[config.mk]
export PLATFORM = sky130hd
export DESIGN_NAME = key_turbo_repeater
export DESIGN_NICKNAME = d
export VERILOG_FILES = /design/src/rtl/ktr_pkg.sv /design/src/rtl/ktr_cfg_regs.sv /design/src/rtl/ktr_seq.sv /design/src/rtl/key_turbo_repeater.sv
export SDC_FILE = /design/constraint.sdc
export NUM_CORES = 1
export LEC_CHECK = 0
export ABC_AREA = 0
export BUFFER_PORTS_ARGS = -buffer_cell sky130_fd_sc_hd__buf_2
export CORE_MARGIN = 5
export CORE_UTILIZATION = 62
export CTS_CLUSTER_SIZE = 14
export DETAILED_ROUTE_END_ITERATION = 6
export PLACE_DENSITY = 0.95
export SLEW_MARGIN = 30
export SYNTH_ARGS = -nofsm -noshare
export SYNTH_HDL_FRONTEND = slang
export SYNTH_SLANG_ARGS = --single-unit
[constraint.sdc]
create_clock -name clk -period 10.2 [get_ports clk]
set_input_delay 1.53 -clock clk [delete_from_list [all_inputs] [get_ports clk]]
set_output_delay 1.53 -clock clk [all_outputs]
set_load 0.02 [all_outputs]
[src/rtl/ktr_pkg.sv]
package ktr_pkg;

    // Request kinds; code three carries no meaning and is dropped
    typedef enum logic [1:0] {
        KIND_TICK    = 2'd0,
        KIND_PRESS   = 2'd1,
        KIND_RELEASE = 2'd2
    } kind_t;

    // Sequencer phases
    typedef enum logic [1:0] {
        PH_IDLE = 2'd0,
        PH_WAIT = 2'd1,
        PH_DOWN = 2'd2,
        PH_UP   = 2'd3
    } phase_t;

    // Emitted key actions
    localparam logic ACT_PRESS   = 1'b0;
    localparam logic ACT_RELEASE = 1'b1;

    // Configuration register indexes
    localparam logic [1:0] REG_HOLD_DELAY = 2'd0;
    localparam logic [1:0] REG_PRESS_TIME = 2'd1;
    localparam logic [1:0] REG_PAUSE_TIME = 2'd2;

    // Configuration reset values
    localparam logic [15:0] HOLD_DELAY_RESET = 16'd200;
    localparam logic [15:0] PRESS_TIME_RESET = 16'd10;
    localparam logic [15:0] PAUSE_TIME_RESET = 16'd10;

    // Input request
    typedef struct packed {
        logic [1:0]  kind;
        logic [31:0] key_code;
    } cmd_t;

    // Emitted key event
    typedef struct packed {
        logic        action;
        logic [31:0] out_key;
    } evt_t;

    // Timing configuration as seen by the sequencer
    typedef struct packed {
        logic [15:0] hold_delay_ms;
        logic [15:0] press_time_ms;
        logic [15:0] pause_time_ms;
    } ktr_cfg_t;

    // Sequencer result for one request
    typedef struct packed {
        logic valid;
        evt_t evt;
    } ktr_res_t;

endpackage

[src/rtl/ktr_cfg_regs.sv]
module ktr_cfg_regs (
    input  logic              clk,
    input  logic              rst_n,
    input  logic              cfg_valid,
    input  logic [1:0]        cfg_index,
    input  logic [15:0]       cfg_data,
    output ktr_pkg::ktr_cfg_t cfg
);
    import ktr_pkg::*;

    logic [15:0] hold_delay_reg;
    logic [15:0] press_time_reg;
    logic [15:0] pause_time_reg;

    // Take a register write; index three is dropped
    always_ff @(posedge clk or negedge rst_n)
    begin
        if (!rst_n)
        begin
            hold_delay_reg <= HOLD_DELAY_RESET;
            press_time_reg <= PRESS_TIME_RESET;
            pause_time_reg <= PAUSE_TIME_RESET;
        end
        else if (cfg_valid)
        begin
            case (cfg_index)
                REG_HOLD_DELAY: hold_delay_reg <= cfg_data;
                REG_PRESS_TIME: press_time_reg <= cfg_data;
                REG_PAUSE_TIME: pause_time_reg <= cfg_data;
                default:        ;
            endcase
        end
    end

    assign cfg.hold_delay_ms = hold_delay_reg;
    assign cfg.press_time_ms = press_time_reg;
    assign cfg.pause_time_ms = pause_time_reg;

endmodule

[src/rtl/ktr_seq.sv]
module ktr_seq (
    input  logic              clk,
    input  logic              rst_n,
    input  logic              fire,
    input  ktr_pkg::cmd_t     cmd,
    input  ktr_pkg::ktr_cfg_t cfg,
    output ktr_pkg::ktr_res_t res
);
    import ktr_pkg::*;

    phase_t      phase_reg;
    phase_t      phase_next;
    logic [15:0] remain_reg;
    logic [15:0] remain_next;
    logic [31:0] stored_key_reg;
    logic [31:0] stored_key_next;

    // Hold phase, countdown and replayed key
    always_ff @(posedge clk or negedge rst_n)
    begin
        if (!rst_n)
        begin
            phase_reg      <= PH_IDLE;
            remain_reg     <= '0;
            stored_key_reg <= '0;
        end
        else if (fire)
        begin
            phase_reg      <= phase_next;
            remain_reg     <= remain_next;
            stored_key_reg <= stored_key_next;
        end
    end

    // Work out the next state and the emitted event for one request
    always_comb
    begin
        phase_next      = phase_reg;
        remain_next     = remain_reg;
        stored_key_next = stored_key_reg;
        res.valid       = 1'b0;
        res.evt.action  = ACT_PRESS;
        res.evt.out_key = stored_key_reg;
        case (cmd.kind)
            KIND_TICK:
            begin
                if (phase_reg != PH_IDLE)
                begin
                    if (remain_reg > 16'd1)
                    begin
                        remain_next = remain_reg - 16'd1;
                    end
                    else if (phase_reg == PH_DOWN)
                    begin
                        // Press time over: release and start the pause
                        phase_next     = PH_UP;
                        remain_next    = cfg.pause_time_ms;
                        res.valid      = 1'b1;
                        res.evt.action = ACT_RELEASE;
                    end
                    else
                    begin
                        // Hold delay or pause over: press again
                        phase_next     = PH_DOWN;
                        remain_next    = cfg.press_time_ms;
                        res.valid      = 1'b1;
                        res.evt.action = ACT_PRESS;
                    end
                end
            end
            KIND_PRESS:
            begin
                stored_key_next = cmd.key_code;
                phase_next      = PH_WAIT;
                remain_next     = cfg.hold_delay_ms;
                res.valid       = 1'b1;
                res.evt.action  = ACT_PRESS;
                res.evt.out_key = cmd.key_code;
            end
            KIND_RELEASE:
            begin
                phase_next      = PH_IDLE;
                remain_next     = '0;
                res.valid       = 1'b1;
                res.evt.action  = ACT_RELEASE;
                res.evt.out_key = cmd.key_code;
            end
            default:
            begin
            end
        endcase
    end

endmodule

[src/rtl/key_turbo_repeater.sv]
// Keyboard turbo repeater: a press request is echoed as a press event and,
// if no release follows within hold_delay_ms ticks, the stored key is
// replayed as press/release pairs (press_time_ms down, pause_time_ms up)
// until the next press or release request. Requests are taken one per clock
// cycle unless cmd_stall is high; each passes an input register, one state
// update in the sequencer and a result register before its event appears
// on evt, and evt_stall can hold it back at either register.
// Configuration writes are always ready and should be made while the block
// is quiet; a running countdown keeps its count and new values apply at
// the next reload.
module key_turbo_repeater (
    input  logic           clk,
    input  logic           rst_n,
    input  logic           cmd_valid,
    output logic           cmd_stall,
    input  ktr_pkg::cmd_t  cmd,
    output logic           evt_valid,
    input  logic           evt_stall,
    output ktr_pkg::evt_t  evt,
    input  logic           cfg_valid,
    output logic           cfg_ready,
    input  logic [1:0]     cfg_index,
    input  logic [15:0]    cfg_data
);
    import ktr_pkg::*;

    logic     cmd_valid_reg;
    cmd_t     cmd_reg;
    logic     evt_valid_reg;
    evt_t     evt_reg;
    logic     out_free;
    logic     fire;
    ktr_cfg_t cfg;
    ktr_res_t res;

    assign cfg_ready = 1'b1;

    // Result slot frees when empty or when its event is taken
    assign out_free  = !evt_valid_reg || !evt_stall;
    assign fire      = cmd_valid_reg && out_free;
    assign cmd_stall = cmd_valid_reg && !out_free;

    ktr_cfg_regs u_cfg (
        .clk       (clk),
        .rst_n     (rst_n),
        .cfg_valid (cfg_valid),
        .cfg_index (cfg_index),
        .cfg_data  (cfg_data),
        .cfg       (cfg)
    );

    ktr_seq u_seq (
        .clk   (clk),
        .rst_n (rst_n),
        .fire  (fire),
        .cmd   (cmd_reg),
        .cfg   (cfg),
        .res   (res)
    );

    // Capture a request whenever the input register is not stalled
    always_ff @(posedge clk or negedge rst_n)
    begin
        if (!rst_n)
        begin
            cmd_valid_reg <= 1'b0;
        end
        else if (!cmd_stall)
        begin
            cmd_valid_reg <= cmd_valid;
        end
    end

    always_ff @(posedge clk)
    begin
        if (!cmd_stall && cmd_valid)
        begin
            cmd_reg <= cmd;
        end
    end

    // Advance the result register when its slot is free
    always_ff @(posedge clk or negedge rst_n)
    begin
        if (!rst_n)
        begin
            evt_valid_reg <= 1'b0;
        end
        else if (out_free)
        begin
            evt_valid_reg <= fire && res.valid;
        end
    end

    always_ff @(posedge clk)
    begin
        if (fire && res.valid)
        begin
            evt_reg <= res.evt;
        end
    end

    assign evt_valid = evt_valid_reg;
    assign evt       = evt_reg;

endmodule

# Word-level counts from Yosys, hierarchy flattened

Cells that the tools add are included.

Bits of input ports: 57
Memories kept: 0
Bits in registers: 167
Bits in writable memories: 0
Output and inout bits: 36
Word-level logic and storage cells: 53
Bits in latches: 0
Bits in read-only memories: 0

Order comparisons: 1
Eq/ne operators: 7
Mux-type cells: 12
Divide/modulo/power cells: 0
Add/subtract/negate cells: 1
Bitwise logic cells: 0
Multipliers: 0
Shift operators: 0
Reduce and logical (&&, ||, !) cells: 20

Operators with widths:

| operator                                             | count |
|---|---|
| two-way mux 16 bit                                   | 3 |
| one-hot mux 16 bit (3 select lines)                  | 1 |
| two-way mux 32 bit                                   | 1 |
| > comparator 16 x 1 -> 1 bit (second input constant) | 1 |
| subtractor 16 x 1 -> 16 bit (second input constant)  | 1 |
| one-hot mux 2 bit (3 select lines)                   | 2 |
| two-way mux 2 bit                                    | 4 |
| AND reduction 2 bit                                  | 4 |
| == test 2 bit (second input constant)                | 3 |
| == test 2 x 1 -> 1 bit (second input constant)       | 2 |
| logical AND 1 bit                                    | 4 |
| zero test 1 bit                                      | 4 |
| zero test 2 bit                                      | 2 |
| AND reduction 4 bit                                  | 1 |
| AND reduction 3 bit                                  | 1 |
| nonzero test 3 bit                                   | 1 |
| != test 2 x 1 -> 1 bit (second input constant)       | 1 |
| != test 2 bit (second input constant)                | 1 |
| nonzero test 2 bit                                   | 1 |
| OR reduction 2 bit                                   | 1 |
| logical OR 1 bit                                     | 1 |
| two-way mux 1 bit                                    | 1 |

# Longest topological paths before layout

Gate-level depths: netlist of run 1.

Depth after elaboration: 6
Depth in mapped cells: 8
Mapped depth without buffers: 7

# By module

From an unflattened synthesis of run 1, not the netlist that was laid out.

Cell total of the unflattened synthesis: 481
Area total of the unflattened synthesis: 7084.3 sq um

By module, submodules not included:

| module             | cells an instance | instances | seq. area each (sq um) | area each (sq um) |
|---|---|---|---|---|
| ktr_seq            | 299               | 1         | 1251.2                 | 3138.0 |
| key_turbo_repeater | 80                | 1         | 2062.0                 | 2122.0 |
| ktr_cfg_regs       | 102               | 1         | 1209.9                 | 1824.2 |

# Worst setup path before layout of run 1

Ideal clock, no wire load.

Path kind: in2reg
Start point: input port evt_stall
End point: register evt_reg, in the netlist evt[0] (enable)
Path slack: 6325 ps
Arrival time: 3452 ps
Buffers on the path: 0
Stages on the path: 3
Data required time: 9777 ps
Library setup time: 423 ps
Cells stage by stage: a21bo_1 > or2_2 > nor2_1

Longest elaborated chain between the ends: 4

Ends and longest elaborated chain:

| element                | RTL line                 | text |
|---|---|---|
| start: declaration     | key_turbo_repeater.sv:18 | `input logic evt_stall,` |
| zero test 1 bit        | key_turbo_repeater.sv:39 | `assign out_free = !evt_valid_reg \|\| !evt_stall;` |
| logical OR 1 bit       | key_turbo_repeater.sv:39 |  |
| logical AND 1 bit      | key_turbo_repeater.sv:40 | `assign fire = cmd_valid_reg && out_free;` |
| logical AND 1 bit      | key_turbo_repeater.sv:97 | `if (fire && res.valid)` |
| end signal: assignment | key_turbo_repeater.sv:99 | `evt_reg <= res.evt;` |
| end: declaration       | key_turbo_repeater.sv:30 | `evt_t evt_reg;` |

Every way passes these cells.
A chain may end at the register's enable or synchronous reset.

# Worst setup path after layout of run 1

Start point: input port evt_stall
End point: output port cmd_stall

Longest elaborated chain between the ends: 4

Ends and longest elaborated chain:

| element           | RTL line                 | text |
|---|---|---|
| zero test 1 bit   | key_turbo_repeater.sv:39 |  |
| logical OR 1 bit  | key_turbo_repeater.sv:39 |  |
| zero test 1 bit   | key_turbo_repeater.sv:41 | `assign cmd_stall = cmd_valid_reg && !out_free;` |
| logical AND 1 bit | key_turbo_repeater.sv:41 |  |
| end: declaration  | key_turbo_repeater.sv:15 | `output logic cmd_stall,` |

Every way passes these cells.

==> results.cfg, run 1 <==
[clock_network]
clk_latency_ns = 0.43
hold_buffers = 0
ctsLongestPathBuffers = 2
cts.sinks = 167
cts_tree = done
cts_resized = 0
root_buffer = clkbuf_16
htreeDepth = 4
post_cts_buffers = 0
cts.clk_slew.worst_paths_ns = 0.07
cts_made_buffers = 17

[place]
place.gp.congestion = 0.893
port_buffers = 91
dp_hpwl_um = 9930
post-place-cells = 701

[floorplanning]
fp-row-count = 39
ios = 93
die_w_um = 117
die_h_um = 117
dieArea_um2 = 13800
start_util_pct = 62.9
design.core.area_um2 = 11400

[routing]
highest-signal-layer = met4
via_per_inst = 6.27
wl_per_cell_um = 22.1
wl_met3_um = 1010
vias = 4615
ant_nets = 0
wirelength_um = 16300
drtIter0Drc = 384
drc_errors = 0
drt-met1-wl_um = 6300
drtPass1Iterations = 7
routed-wl-met2_um = 8500

[logic_synthesis]
seq_area_frac_synth_pct = 63.2
yosysWarnings = 0
synth_edf_count = 67
yosys.cell_types.count = 59
synthCells = 487
synth.net_count = 549
async_flop_share_pct = 59.9
syn_area_per_cell_um2 = 14.7
yosys.area.top_type = dfrtp_1
synth_ff_type = dfrtp_1
ys_seq_elements = 167
yosysTopAreaCellShare_pct = 32.5
syn_area_um2 = 7160
synth.area.top_cells = dfrtp_1 (33%), edfxtp_1 (28%), mux2_2 (18%)

[sta]
tightest_slew_ns = 1.00
rsz0062_at_grt = no
hold_viol = 0
tns_ns = 0
relSlewSlack_pct = 33.4
report.final.slew_viol_count = 0
period_minus_slack_ns = 3.51
finalSetupViolCount = 0
skew_ns = 0.00887
fmax_mhz = 285
finalCritPeriodShare_pct = 34.4

[finish]
layout-drive-gt1-share_pct = 46.1
final_cells = 736
multi_input_comb_area_um2 = 2500
fillers = 639
layout.nets = 641
seq_area_um2 = 4520
largest_reg_flops = 34
area_growth_pct = 16.7

[worst_setup_path]
crit_arrival_ns = 1.98
worstSetupPathType = in -> out
crit_path_start_kind = input port
critPathMostFrequentCell = buf_2
critical_path.top_delay_family = buffers and inverters
worst_path_largest_cell_delay_ns = 0.15
path_cells = buf_2 -> nand3_1 -> inv_1 -> buf_2
end_kind = primary output
crit_slowest_cell = buf_2
crit_fanout = 3
required_ns = 8.67
worst-path-buf-inv = 3

[run_status]
status = complete, no violations

[global_routing]
grt_pass1_wl_um = 26200
grt.total_usage_pct = 24.0
grt_pass1_vias = 4956
antenna_found_initial = 1
grt_overflow = 0
grt_max_degree = 77

[pwr]
max-vdd-ir-drop_v = 0.000158
leakage_uw = 0.00345
power_density_nw_per_um2 = 242

[min_path]
worstHoldPathType = reg -> reg

[job]
maxCapViolCount = 0
layer usage:
layer | track usage (%) | vias up
met5 | 0 | -
met4 | 8.99 | 0
met3 | 6.54 | 53
met2 | 39.5 | 233
met1 | 30.4 | 2321
li1 | - | 2008
per-stage QoR:
| step | hold slack (ns) | utilization, % | power [uW] | worst slack [ns] | area [um2] |
|---|---|---|---|---|---|
| final | 0.506 | 73.5 | 2030 | 6.69 | 8350 |
| after global routing | 0.521 | 73.5 | 2110 | 6.64 | 8350 |
| after CTS | 0.507 | 73.1 | 2020 | 6.68 | 8310 |
| after detailed placement | 0.492 | 67.9 | 1380 | 6.70 | 7720 |
| after global placement | 0.479 | 67.9 | 1340 | 6.72 | 7720 |
| after floorplan | 0.471 | - | 1250 | 6.33 | 7160 |
cell families (layout without fill, tap and decap cells):
family,Yosys count,in the layout,synth area share (%)
muxes,124,124,19.4
buffers and inverters,34,139,2.19
DFF,167,167,63.2
adders and majority gates,5,5,0.874
and+or+nand+nor,74,74,6.38
other,1,2,0.0524
xor gates and xnor gates,4,4,0.490
AOI/OAI and AO/OA,78,78,7.43
layout make-up:
type	count	area share, %
Antenna cell	1	0.0300
Clock buffer	17	5.09
Clock inverter	15	1.92
Inverter	10	0.449
Multi-Input combinational cell	286	29.9
Sequential cell	167	54.1
Tap cell	143	2.14
Timing Repair Buffer	97	6.35
cell usage in the layout (no fill, tap or decap), drive strengths merged, types with 2 or more instances in the layout:
master    Yosys  routed
a211oi        5       5
a21oi        22      22
a221o         4       4
a221oi        2       2
a31oi         7       7
and2          2       2
and3          8       8
buf          12      97
clkbuf       12      17
clkinv        0       5
clkinvlp      0       2
dfrtp        93      93
dfstp         7       7
edfxtp       67      67
ha            5       5
inv          10      18
mux2        117     117
mux2i         7       7
nand2         7       7
nand2b        2       2
nand3         7       7
nand3b        2       2
nand4         2       2
nor2         21      21
nor2b         5       5
nor3          4       4
nor3b         2       2
nor4          3       3
o21ai        18      18
o221ai        4       4
o22ai         4       4
o31ai         2       2
or2           3       3
or3           3       3
or4           3       3
xor2          3       3
synthesized netlist by cell type, types with 3 or more instances:
cell type,count
mux2_2,117
dfrtp_1,93
edfxtp_1,67
a21oi_1,21
nor2_1,20
clkbuf_1,12
inv_1,10
o21ai_0,10
o21ai_1,8
a31oi_1,7
and3_1,7
dfstp_2,7
mux2i_1,7
nand2_1,7
nand3_1,7
buf_1,6
a211oi_2,5
ha_1,5
nor2b_1,5
a221o_1,4
o221ai_1,4
o22ai_1,4
buf_6,3
nor3_1,3
or3_1,3
xor2_1,3
final timing paths:
path,cells after the start,end,slack [ns],from
hold / removal,1,u_seq.stored_key_reg[17],0.51,u_seq.stored_key_reg[17]
setup reg to reg,7,evt[6],7.10,u_seq.remain_reg[0]
max in group asynchronous,2,u_cfg.hold_delay_reg[5],8.19,rst_n
min in group asynchronous,1,u_seq.stored_key_reg[29],1.01,rst_n
hold reg to reg,1,u_seq.stored_key_reg[17],0.51,u_seq.stored_key_reg[17]
setup / recovery,4,cmd_stall,6.69,evt_stall
worst register-to-register path, stage by stage (launching register included):
cell and delay, ns:
dfrtp_1 0.42, inv_1 0.12, ha_1 0.43, o21ai_1 0.30
nor2_2 0.58, a21oi_1 0.26, nor2_4 0.45, buf_16 0.24
power by group:
part	switching, uW	total, uW	internal, uW
logic	248	455	207
registers	102	943	841
clock network	300	628	328
Note: power is estimated with default switching activity, not from simulation.
==> run 2, diff against run 1 <==
--- a/config.mk
+++ b/config.mk
@@ -8,10 +8,10 @@
 export ABC_AREA = 0
 export BUFFER_PORTS_ARGS = -buffer_cell sky130_fd_sc_hd__buf_2
 export CORE_MARGIN = 5
-export CORE_UTILIZATION = 62
+export CORE_UTILIZATION = 52
 export CTS_CLUSTER_SIZE = 14
 export DETAILED_ROUTE_END_ITERATION = 6
-export PLACE_DENSITY = 0.95
+export PLACE_DENSITY = 0.87
 export SLEW_MARGIN = 30
 export SYNTH_ARGS = -nofsm -noshare
 export SYNTH_HDL_FRONTEND = slang
==> constraint.sdc (replaced) <==
create_clock -name clk -period 3.05 [get_ports clk]
set_input_delay 0.4575 -clock clk [delete_from_list [all_inputs] [get_ports clk]]
set_output_delay 0.4575 -clock clk [all_outputs]
set_load 0.02 [all_outputs]
==> run 2 against run 1 <==
Against the previous run: clock skew increased by 0.0023 ns; global-route usage decreased by 4.0 points; sequential power increased to 3.3 times the previous value; non-clock buffer count increased by 6; first-iteration DRC count decreased by 17%; cell area increased by 0.60%; combinational power increased to 3.3 times the previous value; critical path depth increased by 2; power increased to 3.3 times the previous value; setup slack got worse by 6.1 ns; register-to-register slack got worse by 6.5 ns; utilization decreased by 11 points.
==> results.cfg, run 2 (synthesized netlist as in run 1, its figures left out) <==
[run_status]
status = complete, no violations

[finish]
area_growth_pct = 17.4
n_antenna_cell = 0
fillers = 990
layout.nets = 647
most-common-layout-cells = mux2_2 (117), dfrtp_1 (93), buf_2 (90)
largest_reg_flops = 34
final_common_cell = mux2_2
layout-drive-gt1-share_pct = 46.2

[worst_setup_path]
worst_path_largest_cell_delay_ns = 0.57
crit_arrival_ns = 2.78
crit_path_start_kind = register
worstSetupPathType = reg -> reg
crit_slowest_cell = or2_1
required_ns = 3.35
crit_fanout = 11
path_cells = inv_1 -> ha_1 -> o21ai_1 -> or2_1 -> o21ai_0 -> a221o_1
worst-path-buf-inv = 1
critical_path.top_delay_family = compound AO/OA/AOI/OAI gates
end_kind = register

[place]
post-place-ws_ns = 0.638
port_buffers = 91
dp_hpwl_um = 9830
place.gp.congestion = 0.911

[routing]
vias = 4507
drtPass1Iterations = 4
drtIter0Drc = 319
via_per_inst = 5.82
drc_errors = 0
wl_per_cell_um = 19.9
ant_nets = 0
wirelength_um = 15400

[sta]
tns_ns = 0
report.final.slew_viol_count = 0
rsz0062_at_grt = no
tightest_slew_ns = 0.841
skew_ns = 0.0111
finalCritPeriodShare_pct = 81.2
finalSetupViolCount = 0
setup_ws_ns = 0.574
fmax_mhz = 404
relSlewSlack_pct = 43.9
hold_viol = 0
period_minus_slack_ns = 2.48
fin_hold_ws_ns = 0.111

[clock_network]
clk_latency_ns = 0.42
cts_resized = 0
post_cts_buffers = 0
cts_tree = done
cts_made_buffers = 17
cts.sinks = 167
root_buffer = clkbuf_16
htreeDepth = 4
cts.clk_slew.worst_paths_ns = 0.06
ctsLongestPathBuffers = 2
hold_buffers = 0

[floorplanning]
ios = 93
design.core.area_um2 = 13300
fp-row-count = 42
start_util_pct = 53.6
dieArea_um2 = 16200
die_w_um = 127
die_h_um = 127

[pwr]
p_int_uw = 4640
p_total_uw = 6640
switchingPower_uw = 2000
comb_power_share_pct = 22.4
swShare_pct = 30.1
max-vdd-ir-drop_v = 0.000501
leakage_uw = 0.00346
power.share.clock_pct = 30.3
power_density_nw_per_um2 = 791
seq_power_share_pct = 47.3

[job]
maxCapViolCount = 0

[global_routing]
grt_overflow = 0
grt_max_degree = 87
antenna_found_initial = 1
grt_pass1_vias = 4940
grt_pass1_wl_um = 25600
grt.total_usage_pct = 20.0

[min_path]
worstHoldPathType = in -> async
==> run 2: cell types whose count changed in the layout (fill, tap and decap cells not counted) <==
| cell | before | now |
|---|---|---|
| buf_12 | 0 | 1 |
| buf_16 | 1 | 0 |
| buf_4 | 4 | 9 |
| buf_8 | 0 | 1 |
| bufinv_16 | 0 | 1 |
| clkbuf_1 | 0 | 2 |
| clkinv_1 | 0 | 1 |
| clkinv_2 | 1 | 2 |
| clkinv_8 | 3 | 0 |
| clkinvlp_4 | 2 | 3 |
| diode_2 | 1 | 0 |
| inv_6 | 3 | 5 |
| inv_8 | 5 | 0 |
==> run 2: per-stage QoR <==
stage | instance area, um2 | std cells | util, %
after floorplan | 7160 | 487 | -
after global routing | 8400 | 774 | 63.0
after CTS | 8380 | 772 | 62.8
after detailed placement | 7830 | 740 | 58.6
after global placement | 7820 | 740 | 58.6
final | 8400 | 774 | 63.0
==> run 2: metal layers <==
metal / up-vias / global-route usage, % / wire length (um)
li1: 2027 / - / -
met4: 2 / 6.31 / 297
met2: 189 / 33.0 / 7700
met1: 2257 / 25.6 / 6350
met3: 32 / 5.93 / 1020
met5: - / 0 / 7
==> run 2: final cells by class <==
type                            instances  area (um2)  area share, %
Timing Repair Buffer                  103         576           6.85
Inverter                               10        37.5          0.447
Multi-Input combinational cell        286        2500           29.7
Clock inverter                         13         119           1.41
Tap cell                              176         220           2.62
Sequential cell                       167        4520           53.8
Clock buffer                           19         433           5.15
==> run 2: path summary, 6_finish.rpt <==
kind | slack (ns) | cells after the start | endpoint | start
max in group asynchronous | 2.29 | 2 | u_seq.stored_key_reg[11] | rst_n
worst max register to register | 0.57 | 6 | u_seq.remain_reg[0] | u_seq.remain_reg[0]
min in group clk | 0.21 | 1 | cmd_reg[24] | cmd[24]
worst max-delay path | 0.57 | 6 | u_seq.remain_reg[0] | u_seq.remain_reg[0]
worst min register to register | 0.50 | 1 | u_cfg.pause_time_reg[15] | u_cfg.pause_time_reg[15]
worst min-delay path | 0.11 | 1 | u_cfg.press_time_reg[2] | rst_n
==> run 2: worst register-to-register path, delay by kind of cell (launching register included) <==
kind,cells,cell delay [ns]
AND/OR/NAND/NOR,1,0.57
buffers and inverters,1,0.10
AO/OA/AOI/OAI,3,0.96
flip-flops,1,0.41
adder cells (fa/ha/maj),1,0.33
==> run 2: power by group through the flow <==
| stage | clock network (uW) | logic (uW) | registers, uW |
|---|---|---|---|
| after floorplan | 0 | 1080 | 3120 |
| after global placement | 0 | 1410 | 3130 |
| after detailed placement | 0 | 1470 | 3160 |
| after CTS | 2040 | 1490 | 3140 |
| after global routing | 2160 | 1640 | 3190 |
| final | 2020 | 1490 | 3140 |
